`src/rtl/pca_pkg.sv`:
```
`timescale 1ns / 1ps

package pca_pkg;

  localparam int COORD_WIDTH_DEF = 32;
  localparam int FIFO_DEPTH_DEF  = 2;

  localparam int FIELD_W   = 32;
  localparam int S_TDATA_W = 232;
  localparam int S_TUSER_W = 6;
  localparam int M_TDATA_W = 232;
  localparam int M_TUSER_W = 4;
  localparam int PROD_W    = 60;

  // round(pi/180 * 2^32)
  localparam logic signed [27:0] DEG2RAD_Q32 = 28'sd74961321;

  localparam logic [4:0] CMD_MOVE        = 5'd0;
  localparam logic [4:0] CMD_MOVE_REL    = 5'd1;
  localparam logic [4:0] CMD_LINE        = 5'd2;
  localparam logic [4:0] CMD_LINE_REL    = 5'd3;
  localparam logic [4:0] CMD_HLINE       = 5'd4;
  localparam logic [4:0] CMD_HLINE_REL   = 5'd5;
  localparam logic [4:0] CMD_VLINE       = 5'd6;
  localparam logic [4:0] CMD_VLINE_REL   = 5'd7;
  localparam logic [4:0] CMD_CUBIC       = 5'd8;
  localparam logic [4:0] CMD_CUBIC_REL   = 5'd9;
  localparam logic [4:0] CMD_SMOOTH      = 5'd10;
  localparam logic [4:0] CMD_SMOOTH_REL  = 5'd11;
  localparam logic [4:0] CMD_QUAD        = 5'd12;
  localparam logic [4:0] CMD_QUAD_REL    = 5'd13;
  localparam logic [4:0] CMD_QSMOOTH     = 5'd14;
  localparam logic [4:0] CMD_QSMOOTH_REL = 5'd15;
  localparam logic [4:0] CMD_ARC         = 5'd16;
  localparam logic [4:0] CMD_ARC_REL     = 5'd17;
  localparam logic [4:0] CMD_CLOSE       = 5'd18;

  typedef enum logic [3:0] {
    PRIM_NONE         = 4'd0,
    PRIM_MOVE         = 4'd1,
    PRIM_LINE         = 4'd2,
    PRIM_CUBIC        = 4'd3,
    PRIM_SMOOTH_CUBIC = 4'd4,
    PRIM_QUAD         = 4'd5,
    PRIM_SMOOTH_QUAD  = 4'd6,
    PRIM_ARC          = 4'd7,
    PRIM_CLOSE        = 4'd8
  } prim_t;

  typedef struct packed {
    logic  path_start;
    logic  known;
    logic  close;
    logic  rel;
    logic  keep_x;
    logic  keep_y;
    logic  draws;
    logic  offs_ctrl;
    logic  curve;
    prim_t prim;
    logic  large_arc;
    logic  sweep;
  } pca_cmd_t;

endpackage

```
`src/rtl/pca_front.sv`:
```
`timescale 1ns / 1ps

module pca_front #(
  parameter int COORD_WIDTH = pca_pkg::COORD_WIDTH_DEF
) (
  input  logic                              clk,
  input  logic                              rst,
  input  logic                              s_tvalid,
  output logic                              s_tready,
  input  logic [pca_pkg::S_TDATA_W-1:0]     s_tdata,
  input  logic [pca_pkg::S_TUSER_W-1:0]     s_tuser,
  output logic                              q_valid,
  input  logic                              q_ready,
  output pca_pkg::pca_cmd_t                 q_cmd,
  output logic [6*COORD_WIDTH-1:0]          q_coords,
  output logic signed [pca_pkg::PROD_W-1:0] q_prod
);

  localparam int W  = COORD_WIDTH;
  localparam int WX = (W > pca_pkg::FIELD_W ? W : pca_pkg::FIELD_W) + 1;
  localparam logic signed [W-1:0]  CMAX   = {1'b0, {(W-1){1'b1}}};
  localparam logic signed [W-1:0]  CMIN   = {1'b1, {(W-1){1'b0}}};
  localparam logic signed [WX-1:0] CMAX_X = {{(WX-W+1){1'b0}}, {(W-1){1'b1}}};
  localparam logic signed [WX-1:0] CMIN_X = {{(WX-W+1){1'b1}}, {(W-1){1'b0}}};

  function automatic logic signed [W-1:0] clampc(input logic signed [31:0] v);
    logic signed [WX-1:0] vx;
    vx = WX'(v);
    if (vx > CMAX_X) begin
      clampc = CMAX;
    end else if (vx < CMIN_X) begin
      clampc = CMIN;
    end else begin
      clampc = vx[W-1:0];
    end
  endfunction

  logic                              fv;
  pca_pkg::pca_cmd_t                 cmd_r;
  logic [6*W-1:0]                    coord_r;
  logic signed [pca_pkg::PROD_W-1:0] prod_r;

  pca_pkg::pca_cmd_t                 cmd_w;
  logic [6*W-1:0]                    coord_w;
  logic signed [pca_pkg::PROD_W-1:0] prod_w;
  logic [4:0]                        kind;
  logic signed [31:0]                deg;
  logic                              acc;
  logic                              keep;

  always_comb begin
    kind = s_tuser[5:1];
    deg  = s_tdata[223:192];
    cmd_w            = '0;
    cmd_w.path_start = s_tuser[0];
    cmd_w.known      = (kind <= pca_pkg::CMD_CLOSE);
    cmd_w.close      = (kind == pca_pkg::CMD_CLOSE);
    cmd_w.rel        = kind[0] && (kind != pca_pkg::CMD_CLOSE);
    cmd_w.keep_y     = (kind == pca_pkg::CMD_HLINE) || (kind == pca_pkg::CMD_HLINE_REL);
    cmd_w.keep_x     = (kind == pca_pkg::CMD_VLINE) || (kind == pca_pkg::CMD_VLINE_REL);
    cmd_w.draws      = (kind >= pca_pkg::CMD_LINE) && (kind < pca_pkg::CMD_CLOSE);
    cmd_w.offs_ctrl  = cmd_w.rel && (kind >= pca_pkg::CMD_LINE) && (kind < pca_pkg::CMD_ARC);
    cmd_w.curve      = (kind >= pca_pkg::CMD_CUBIC);
    cmd_w.large_arc  = s_tdata[224];
    cmd_w.sweep      = s_tdata[225];
    case (kind) inside
      [pca_pkg::CMD_MOVE:pca_pkg::CMD_MOVE_REL]:       cmd_w.prim = pca_pkg::PRIM_MOVE;
      [pca_pkg::CMD_LINE:pca_pkg::CMD_VLINE_REL]:      cmd_w.prim = pca_pkg::PRIM_LINE;
      [pca_pkg::CMD_CUBIC:pca_pkg::CMD_CUBIC_REL]:     cmd_w.prim = pca_pkg::PRIM_CUBIC;
      [pca_pkg::CMD_SMOOTH:pca_pkg::CMD_SMOOTH_REL]:   cmd_w.prim = pca_pkg::PRIM_SMOOTH_CUBIC;
      [pca_pkg::CMD_QUAD:pca_pkg::CMD_QUAD_REL]:       cmd_w.prim = pca_pkg::PRIM_QUAD;
      [pca_pkg::CMD_QSMOOTH:pca_pkg::CMD_QSMOOTH_REL]: cmd_w.prim = pca_pkg::PRIM_SMOOTH_QUAD;
      [pca_pkg::CMD_ARC:pca_pkg::CMD_ARC_REL]:         cmd_w.prim = pca_pkg::PRIM_ARC;
      pca_pkg::CMD_CLOSE:                              cmd_w.prim = pca_pkg::PRIM_CLOSE;
      default:                                         cmd_w.prim = pca_pkg::PRIM_NONE;
    endcase
    for (int i = 0; i < 6; i++) begin
      coord_w[i*W +: W] = clampc(s_tdata[i*32 +: 32]);
    end
    prod_w = pca_pkg::PROD_W'(deg) * pca_pkg::PROD_W'(pca_pkg::DEG2RAD_Q32);
  end

  // unknown kinds without a path start leave no trace
  assign keep     = cmd_w.known || cmd_w.path_start;
  assign s_tready = !fv || q_ready;
  assign acc      = s_tvalid && s_tready;

  always_ff @(posedge clk) begin
    if (rst) begin
      fv <= 1'b0;
    end else if (acc && keep) begin
      fv <= 1'b1;
    end else if (q_ready) begin
      fv <= 1'b0;
    end
  end

  always_ff @(posedge clk) begin
    if (acc) begin
      cmd_r   <= cmd_w;
      coord_r <= coord_w;
      prod_r  <= prod_w;
    end
  end

  assign q_valid  = fv;
  assign q_cmd    = cmd_r;
  assign q_coords = coord_r;
  assign q_prod   = prod_r;

endmodule

```
`src/rtl/pca_fifo.sv`:
```
`timescale 1ns / 1ps

module pca_fifo #(
  parameter int DATA_W = 8,
  parameter int DEPTH  = pca_pkg::FIFO_DEPTH_DEF
) (
  input  logic              clk,
  input  logic              rst,
  input  logic              push,
  input  logic [DATA_W-1:0] din,
  output logic              full,
  input  logic              pop,
  output logic [DATA_W-1:0] dout,
  output logic              empty
);

  localparam int PTR_W = (DEPTH > 1) ? $clog2(DEPTH) : 1;
  localparam int CNT_W = $clog2(DEPTH + 1);

  logic [DATA_W-1:0] mem [DEPTH];
  logic [PTR_W-1:0]  wr_ptr;
  logic [PTR_W-1:0]  rd_ptr;
  logic [CNT_W-1:0]  count;
  logic              do_push;
  logic              do_pop;

  assign full    = (count == CNT_W'(DEPTH));
  assign empty   = (count == '0);
  assign do_push = push && !full;
  assign do_pop  = pop && !empty;
  assign dout    = mem[rd_ptr];

  always_ff @(posedge clk) begin
    if (rst) begin
      wr_ptr <= '0;
      rd_ptr <= '0;
      count  <= '0;
    end else begin
      if (do_push) begin
        wr_ptr <= (wr_ptr == PTR_W'(DEPTH - 1)) ? '0 : wr_ptr + 1'b1;
      end
      if (do_pop) begin
        rd_ptr <= (rd_ptr == PTR_W'(DEPTH - 1)) ? '0 : rd_ptr + 1'b1;
      end
      if (do_push && !do_pop) begin
        count <= count + 1'b1;
      end else if (do_pop && !do_push) begin
        count <= count - 1'b1;
      end
    end
  end

  always_ff @(posedge clk) begin
    if (do_push) begin
      mem[wr_ptr] <= din;
    end
  end

endmodule

```
`src/rtl/pca_back.sv`:
```
`timescale 1ns / 1ps

module pca_back #(
  parameter int COORD_WIDTH = pca_pkg::COORD_WIDTH_DEF
) (
  input  logic                              clk,
  input  logic                              rst,
  input  logic                              cfg_we,
  input  logic                              cfg_wdata,
  input  logic                              q_valid,
  output logic                              q_pop,
  input  pca_pkg::pca_cmd_t                 q_cmd,
  input  logic [6*COORD_WIDTH-1:0]          q_coords,
  input  logic signed [pca_pkg::PROD_W-1:0] q_prod,
  output logic                              m_tvalid,
  input  logic                              m_tready,
  output logic [pca_pkg::M_TDATA_W-1:0]     m_tdata,
  output logic [pca_pkg::M_TUSER_W-1:0]     m_tuser
);

  localparam int W  = COORD_WIDTH;
  localparam int OX = (W > pca_pkg::FIELD_W) ? W : pca_pkg::FIELD_W;
  localparam logic signed [W-1:0] CMAX = {1'b0, {(W-1){1'b1}}};
  localparam logic signed [W-1:0] CMIN = {1'b1, {(W-1){1'b0}}};
  localparam logic signed [63:0]  RND  = 64'sd2147483648;

  function automatic logic signed [W-1:0] sadd(input logic signed [W-1:0] a,
                                               input logic signed [W-1:0] b);
    logic signed [W:0] s;
    s = {a[W-1], a} + {b[W-1], b};
    if (s[W] != s[W-1]) begin
      sadd = s[W] ? CMIN : CMAX;
    end else begin
      sadd = s[W-1:0];
    end
  endfunction

  function automatic logic [31:0] o32(input logic signed [W-1:0] v);
    logic signed [OX-1:0] t;
    t = OX'(v);
    o32 = t[31:0];
  endfunction

  logic                 flat_cap;
  logic signed [W-1:0]  last_x, last_y, start_x, start_y;
  logic                 polygon_open, last_was_curve;

  logic signed [W-1:0]  last_x_next, last_y_next, start_x_next, start_y_next;
  logic                 polygon_open_next, last_was_curve_next;

  logic signed [W-1:0]  blx, bly, bsx, bsy;
  logic                 bpo, blwc;
  logic signed [W-1:0]  ex, ey, ax, ay, bx, by;
  logic signed [W-1:0]  ex_a, ey_a, x, y, x_fin;
  logic signed [W-1:0]  ax_a, ay_a, bx_a, by_a;
  logic signed [63:0]   rq;
  logic [31:0]          rad;
  pca_pkg::prim_t       prim;
  logic                 use_a, use_b, is_arc;
  logic [pca_pkg::M_TDATA_W-1:0] res_data;

  assign q_pop = q_valid && (!m_tvalid || m_tready);

  always_comb begin
    blx  = q_cmd.path_start ? '0 : last_x;
    bly  = q_cmd.path_start ? '0 : last_y;
    bsx  = q_cmd.path_start ? '0 : start_x;
    bsy  = q_cmd.path_start ? '0 : start_y;
    bpo  = q_cmd.path_start ? 1'b0 : polygon_open;
    blwc = q_cmd.path_start ? 1'b0 : last_was_curve;

    ex = q_coords[0*W +: W];
    ey = q_coords[1*W +: W];
    ax = q_coords[2*W +: W];
    ay = q_coords[3*W +: W];
    bx = q_coords[4*W +: W];
    by = q_coords[5*W +: W];

    ex_a = q_cmd.rel ? sadd(ex, blx) : ex;
    ey_a = q_cmd.rel ? sadd(ey, bly) : ey;
    if (q_cmd.close) begin
      x = bsx;
      y = bsy;
    end else begin
      x = q_cmd.keep_x ? blx : ex_a;
      y = q_cmd.keep_y ? bly : ey_a;
    end
    // zero-length segment gets a one-LSB nudge unless the cap is butt
    if (q_cmd.draws && (x == blx) && (y == bly) && !flat_cap) begin
      x_fin = sadd(x, W'(1));
    end else begin
      x_fin = x;
    end

    ax_a = q_cmd.offs_ctrl ? sadd(ax, blx) : ax;
    ay_a = q_cmd.offs_ctrl ? sadd(ay, bly) : ay;
    bx_a = q_cmd.offs_ctrl ? sadd(bx, blx) : bx;
    by_a = q_cmd.offs_ctrl ? sadd(by, bly) : by;

    prim = q_cmd.prim;
    if ((prim == pca_pkg::PRIM_SMOOTH_CUBIC) && !blwc) begin
      prim = pca_pkg::PRIM_QUAD;
    end
    use_a  = (prim == pca_pkg::PRIM_CUBIC) || (prim == pca_pkg::PRIM_SMOOTH_CUBIC) ||
             (prim == pca_pkg::PRIM_QUAD) || (prim == pca_pkg::PRIM_ARC);
    use_b  = (prim == pca_pkg::PRIM_CUBIC);
    is_arc = (prim == pca_pkg::PRIM_ARC);

    // floor((deg * k + 2^31) / 2^32)
    rq  = 64'(q_prod) + RND;
    rad = rq[63:32];

    res_data = {6'd0,
                is_arc && q_cmd.sweep,
                is_arc && q_cmd.large_arc,
                is_arc ? rad : 32'd0,
                use_b ? o32(by_a) : 32'd0,
                use_b ? o32(bx_a) : 32'd0,
                use_a ? o32(ay_a) : 32'd0,
                use_a ? o32(ax_a) : 32'd0,
                o32(y),
                o32(x_fin)};

    last_x_next         = blx;
    last_y_next         = bly;
    start_x_next        = bsx;
    start_y_next        = bsy;
    polygon_open_next   = bpo;
    last_was_curve_next = blwc;
    if (q_cmd.known) begin
      last_x_next = x_fin;
      last_y_next = y;
      if (q_cmd.close) begin
        polygon_open_next = 1'b0;
      end else begin
        last_was_curve_next = q_cmd.curve;
        if (q_cmd.draws) begin
          polygon_open_next = 1'b1;
          if (!bpo) begin
            start_x_next = blx;
            start_y_next = bly;
          end
        end
      end
    end
  end

  always_ff @(posedge clk) begin
    if (rst) begin
      flat_cap <= 1'b0;
    end else if (cfg_we) begin
      flat_cap <= cfg_wdata;
    end
  end

  always_ff @(posedge clk) begin
    if (rst) begin
      last_x         <= '0;
      last_y         <= '0;
      start_x        <= '0;
      start_y        <= '0;
      polygon_open   <= 1'b0;
      last_was_curve <= 1'b0;
    end else if (q_pop) begin
      last_x         <= last_x_next;
      last_y         <= last_y_next;
      start_x        <= start_x_next;
      start_y        <= start_y_next;
      polygon_open   <= polygon_open_next;
      last_was_curve <= last_was_curve_next;
    end
  end

  always_ff @(posedge clk) begin
    if (rst) begin
      m_tvalid <= 1'b0;
    end else if (q_pop && q_cmd.known) begin
      m_tvalid <= 1'b1;
    end else if (m_tready) begin
      m_tvalid <= 1'b0;
    end
  end

  always_ff @(posedge clk) begin
    if (q_pop && q_cmd.known) begin
      m_tdata <= res_data;
      m_tuser <= prim;
    end
  end

endmodule

```
`src/rtl/path_command_absolutizer.sv`:
```
`timescale 1ns / 1ps

// Channel   Dir  tdata (bits)                              tuser (bits)
// s_axis    in   coords, degrees, arc flags (232)          path_start, command_kind (6)
// m_axis    out  abs coords, radians, arc flags (232)      primitive_res (4)
// cfg       in   flat_cap write enable + data (1)          -
//
// One item per cycle sustained while m_axis_tready stays high; the last-point update in the
// back end is a registered loop. An item passes the front register and the queue, then the output register.
// Reset clears the queue, the last/start points, both flags and flat_cap.
// The front stalls only on a full queue, the back only on m_axis_tready.
// Unknown kinds without path_start are dropped at the front.
module path_command_absolutizer #(
  parameter int COORD_WIDTH = pca_pkg::COORD_WIDTH_DEF,
  parameter int FIFO_DEPTH  = pca_pkg::FIFO_DEPTH_DEF
) (
  input  logic                          clk,
  input  logic                          rst,
  input  logic                          cfg_we,
  input  logic                          cfg_wdata,
  input  logic                          s_axis_tvalid,
  output logic                          s_axis_tready,
  // end_x_in, end_y_in, ctrl_a_x_in, ctrl_a_y_in, ctrl_b_x_in, ctrl_b_y_in,
  // arc_degrees, large_arc_in, sweep_in, zero pad
  input  logic [pca_pkg::S_TDATA_W-1:0] s_axis_tdata,
  // path_start, command_kind
  input  logic [pca_pkg::S_TUSER_W-1:0] s_axis_tuser,
  output logic                          m_axis_tvalid,
  input  logic                          m_axis_tready,
  // end_x, end_y, ctrl_a_x, ctrl_a_y, ctrl_b_x, ctrl_b_y, arc_radians,
  // large_arc, sweep, zero pad
  output logic [pca_pkg::M_TDATA_W-1:0] m_axis_tdata,
  // primitive_res
  output logic [pca_pkg::M_TUSER_W-1:0] m_axis_tuser
);

  localparam int CMD_W   = $bits(pca_pkg::pca_cmd_t);
  localparam int CRD_W   = 6 * COORD_WIDTH;
  localparam int ENTRY_W = CMD_W + CRD_W + pca_pkg::PROD_W;

  logic                              f_valid;
  logic                              f_full;
  pca_pkg::pca_cmd_t                 f_cmd;
  logic [CRD_W-1:0]                  f_coords;
  logic signed [pca_pkg::PROD_W-1:0] f_prod;

  logic                              b_pop;
  logic                              b_empty;
  logic [ENTRY_W-1:0]                b_entry;

  pca_front #(
    .COORD_WIDTH(COORD_WIDTH)
  ) u_front (
    .clk     (clk),
    .rst     (rst),
    .s_tvalid(s_axis_tvalid),
    .s_tready(s_axis_tready),
    .s_tdata (s_axis_tdata),
    .s_tuser (s_axis_tuser),
    .q_valid (f_valid),
    .q_ready (!f_full),
    .q_cmd   (f_cmd),
    .q_coords(f_coords),
    .q_prod  (f_prod)
  );

  pca_fifo #(
    .DATA_W(ENTRY_W),
    .DEPTH (FIFO_DEPTH)
  ) u_fifo (
    .clk  (clk),
    .rst  (rst),
    .push (f_valid),
    .din  ({f_cmd, f_coords, f_prod}),
    .full (f_full),
    .pop  (b_pop),
    .dout (b_entry),
    .empty(b_empty)
  );

  pca_back #(
    .COORD_WIDTH(COORD_WIDTH)
  ) u_back (
    .clk      (clk),
    .rst      (rst),
    .cfg_we   (cfg_we),
    .cfg_wdata(cfg_wdata),
    .q_valid  (!b_empty),
    .q_pop    (b_pop),
    .q_cmd    (pca_pkg::pca_cmd_t'(b_entry[ENTRY_W-1 -: CMD_W])),
    .q_coords (b_entry[pca_pkg::PROD_W +: CRD_W]),
    .q_prod   (b_entry[pca_pkg::PROD_W-1:0]),
    .m_tvalid (m_axis_tvalid),
    .m_tready (m_axis_tready),
    .m_tdata  (m_axis_tdata),
    .m_tuser  (m_axis_tuser)
  );

endmodule

```
`config.mk`:
```
export PLATFORM = sky130hd
export DESIGN_NAME = path_command_absolutizer
export DESIGN_NICKNAME = d
export VERILOG_FILES = /design/src/rtl/pca_pkg.sv /design/src/rtl/pca_front.sv /design/src/rtl/pca_fifo.sv /design/src/rtl/pca_back.sv /design/src/rtl/path_command_absolutizer.sv
export SDC_FILE = /design/constraint.sdc
export NUM_CORES = 2
export LEC_CHECK = 0
export BUFFER_PORTS_ARGS = -buffer_cell sky130_fd_sc_hd__buf_2
export CAP_MARGIN = 20
export CORE_AREA = 2 2 459 461
export CTS_BUF_LIST = sky130_fd_sc_hd__clkbuf_8
export DETAILED_ROUTE_END_ITERATION = 8
export DIE_AREA = 0 0 461 463
export GPL_ROUTABILITY_DRIVEN = 0
export SLEW_MARGIN = 20
export SYNTH_ARGS = -nofsm -noshare
export SYNTH_HDL_FRONTEND = slang
export SYNTH_SLANG_ARGS = --single-unit
```
`constraint.sdc`:
```
create_clock -name clk -period 10.4 [get_ports clk]
set_clock_uncertainty 0.15 [all_clocks]
set_input_delay 2.08 -clock clk [delete_from_list [all_inputs] [get_ports clk]]
set_output_delay 2.08 -clock clk [all_outputs]
set_load 0.03 [all_outputs]
```
==> impl_metrics.csv <==
group,metric,value,unit
floorplanning,core_area,209000,um^2
sta,rsz0062_at_grt,"no",
final_layout,final_common_cell,"edfxtp_1",
route,vias_per_cell,5.43,
clock_network,numClockSinks,1073,
final_layout,drive_gt1_frac,0.159,
final_layout,area_growth,12.8,%
synth,synth.avg_cell_area,10.7,um^2
power,p_total,26.3,mW
clock_network,clk_latency,0.98,ns
sta,finalHoldViolCount,0,
place,post-place-ws,-0.0927,ns
worst_setup_path,cp_max_fo,31,
worst_setup_path,end_kind,"flip-flop",
synth,yosys_warnings,0,
clock_network,cts_resized,0,
place,portBuffers,469,
synth,synth_top_cell_by_area,"edfxtp_1",
final_layout,final_cell_mix,"935 x edfxtp_1, 896 x inv_1, 526 x nor2_1",
floorplanning,num_io_pins,482,
power,power.leakage,33.9,nW
final_layout,register_area,30800,um^2
worst_setup_path,cp_data_required_time,10.87,ns
route,wl_per_cell,24.2,um
synth,ys_types,113,
flow_run,max-cap-violations,0,
synth,ys_seq_area_frac,0.424,
power,vdd_ir_drop_max,423,uV
global_routing,track_usage,0.223,
global_routing,grt_max_degree,106,
sta,hold_slack,0.267,ns
clock_network,root_buffer,"clkbuf_8",
place,dp_hpwl,187,mm
synth,synth_cells,6826,
route,ant_nets,0,
synth,netlist_top_cells_area,"edfxtp_1 39%, fa_1 11%, ha_1 8.4%, inv_1 4.4%, dfxtp_1 3.8%",
clock_network,cts_tree,"built",
final_layout,multi_input_area,37000,um^2
synth,ys.flop_type,"edfxtp_1",
global_routing,grt_pass1_vias,54400,
route,dr.pass1.iters,9,
outcome,failed_checks,"DRC",
sta,tightest_slew,1.17,ns
synth,synth_area,72800,um^2
power,p_per_area,320,nW/um^2
worst_setup_path,worstPathArrival,10.06,ns
route,drt-initial-drc-count,6522,
sta,fin_crit_sh,0.922,
worst_setup_path,criticalPathCategory,"reg2reg",
floorplanning,core.rowCount,168,
clock_network,post_cts_buffers,0,
synth,async_flop_share,0,
sta,fmax,104,MHz
sta,max-slew-margin-rel,0.200,
final_layout,fill_cells,20300,
clock_network,cts.path.max_buffers,3,
final_layout,instances_no_fill,10100,
clock_network,htreeDepth,4,
global_routing,grt_pass1_wl,353,mm
global_routing,antenna_found_initial,45,
outcome,status,"finished with violations",
worst_setup_path,start_kind,"flip-flop",
synth,yosysTopAreaCellShare,0.386,
sta,fin_crit,9.59,ns
clock_network,postCtsHoldBufs,0,
sta,finalMaxSlewViolations,0,
clock_network,path_clk_slew,0.07,ns
place,place_inst,9767,
clock_network,cts_buffers,191,
route,drc,3,
floorplanning,die_w,461,um
floorplanning,start_util,0.349,
synth,ys_ff_latch,1073,
synth,synth_edf_count,935,
sta,setup-violations-final,0,
global_routing,gr-total-overflow,0,
sta,finalSetupTns,0,ns
floorplanning,die_h,463,um
min_path,hp-class,"reg2reg",
sta,setup_slack,0.814,ns
route,wl,245,mm
final_layout,layout.nets,8295,
floorplanning,fp.dieArea,213000,um^2
route,num_vias,55100,
==> flip-flops by register name, indices dropped and copies added (netlist names), 2 cells and up, named ones only <==
signal,flops
u_back.start_y,32
u_back.last_y,32
u_front.q_cmd,15
u_back.m_tdata,223
u_back.last_x,32
u_front.q_coords,192
u_front.q_prod,29
u_back.start_x,32
u_fifo.mem,472
u_fifo.count,2
u_back.m_tuser,4
==> per-layer routing <==
metal	track usage	vias to the layer above	part of all wire
met5	0	-	0.00096
li1	-	24800	-
met3	0.0577	701	0.092
met4	0.139	36	0.067
met2	0.343	2709	0.45
met1	0.280	26900	0.39
==> cell usage after synthesis (15+ instances only) <==
cell	number
a2111oi_0	22
a211o_1	17
a211oi_1	122
a21o_1	88
a21oi_1	383
a221o_1	18
a221oi_1	17
a22o_1	16
a22oi_1	131
a311oi_1	17
a31oi_1	58
and2_1	36
and3_1	46
buf_1	36
buf_2	31
clkbuf_1	369
dfxtp_1	138
edfxtp_1	935
fa_1	405
ha_1	491
inv_1	858
maj3_1	46
mux2_2	203
mux2i_1	55
nand2_1	343
nand2b_1	44
nand3_1	93
nand4_1	25
nor2_1	530
nor2b_1	41
nor3_1	103
o2111ai_1	15
o211ai_1	51
o21a_1	48
o21ai_0	320
o21bai_1	31
o22ai_1	29
o31ai_1	26
or2_2	18
or3_1	40
xnor2_1	180
xor2_1	89
==> worst max-delay path, cell delays in order (launching register included) <==
cell	delay [ns]
dfxtp_4	0.69
mux2i_4	1.01
nand2_1	0.68
inv_1	0.61
ha_1	0.35
a211oi_2	0.26
o21ai_1	0.16
a21o_1	0.22
and3_4	0.17
o31a_1	0.36
o21ai_4	0.64
mux2i_4	0.92
o31ai_1	0.17
a211oi_1	0.65
nor2_1	0.23
and4_1	0.32
nor3b_1	0.17
a32oi_1	0.59
buf_4	0.36
o21ai_0	0.16
nand2_1	0.10
o21ai_0	0.20
==> final cells by class <==
cell class | count | share of cell area
Multi-Input combinational cell | 4440 | 0.451
Timing Repair Buffer | 588 | 0.0395
Antenna cell | 27 | 0.000823
Sequential cell | 1073 | 0.376
Clock inverter | 152 | 0.0168
Tap cell | 2805 | 0.0428
Clock buffer | 201 | 0.0337
Inverter | 861 | 0.0395
==> path summary, 6_finish.rpt <==
kind	to	start	cells after the start	slack (ns)
hold reg to reg	u_fifo.mem[1][186]$_DFFE_PP_	u_front.q_coords[126]$_SDFFCE_PN1P_	0	0.27
setup reg to reg	u_back.m_tdata[23]$_DFFE_PP_	flip-flop	21	0.81
setup / recovery	u_back.m_tdata[23]$_DFFE_PP_	flip-flop	21	0.81
hold / removal	u_fifo.mem[1][186]$_DFFE_PP_	u_front.q_coords[126]$_SDFFCE_PN1P_	0	0.27
==> report_power, final <==
group	internal, mW	switching, mW	leakage [nW]	total, mW
clock	2.38	1.95	2.25	4.33
sequential	5.91	0.331	9.89	6.25
combinational	6.38	9.33	21.7	15.7
total	14.7	11.6	33.9	26.3
==> cells by family (layout without fill, tap and decap cells) <==
group | Yosys count | in the layout | share of synthesized area
AOI/OAI and AO/OA | 1564 | 1564 | 0.143
xor gates and xnor gates | 269 | 269 | 0.0324
adders and majority gates | 942 | 942 | 0.202
buffers and inverters | 1318 | 1802 | 0.0699
DFF | 1073 | 1073 | 0.424
muxes | 262 | 262 | 0.0398
other | 1 | 33 | 0.0000515
and+or+nand+nor | 1397 | 1397 | 0.0890
==> metrics by stage <==
stage               utilization  instance area [um^2]
floorplan                     -                 72800
global route              0.393                 82100
global placement          0.373                 77900
CTS                       0.393                 82000
finish                    0.394                 82100
detailed placement        0.373                 77900
No activity file was read; power rests on OpenSTA's default activity.
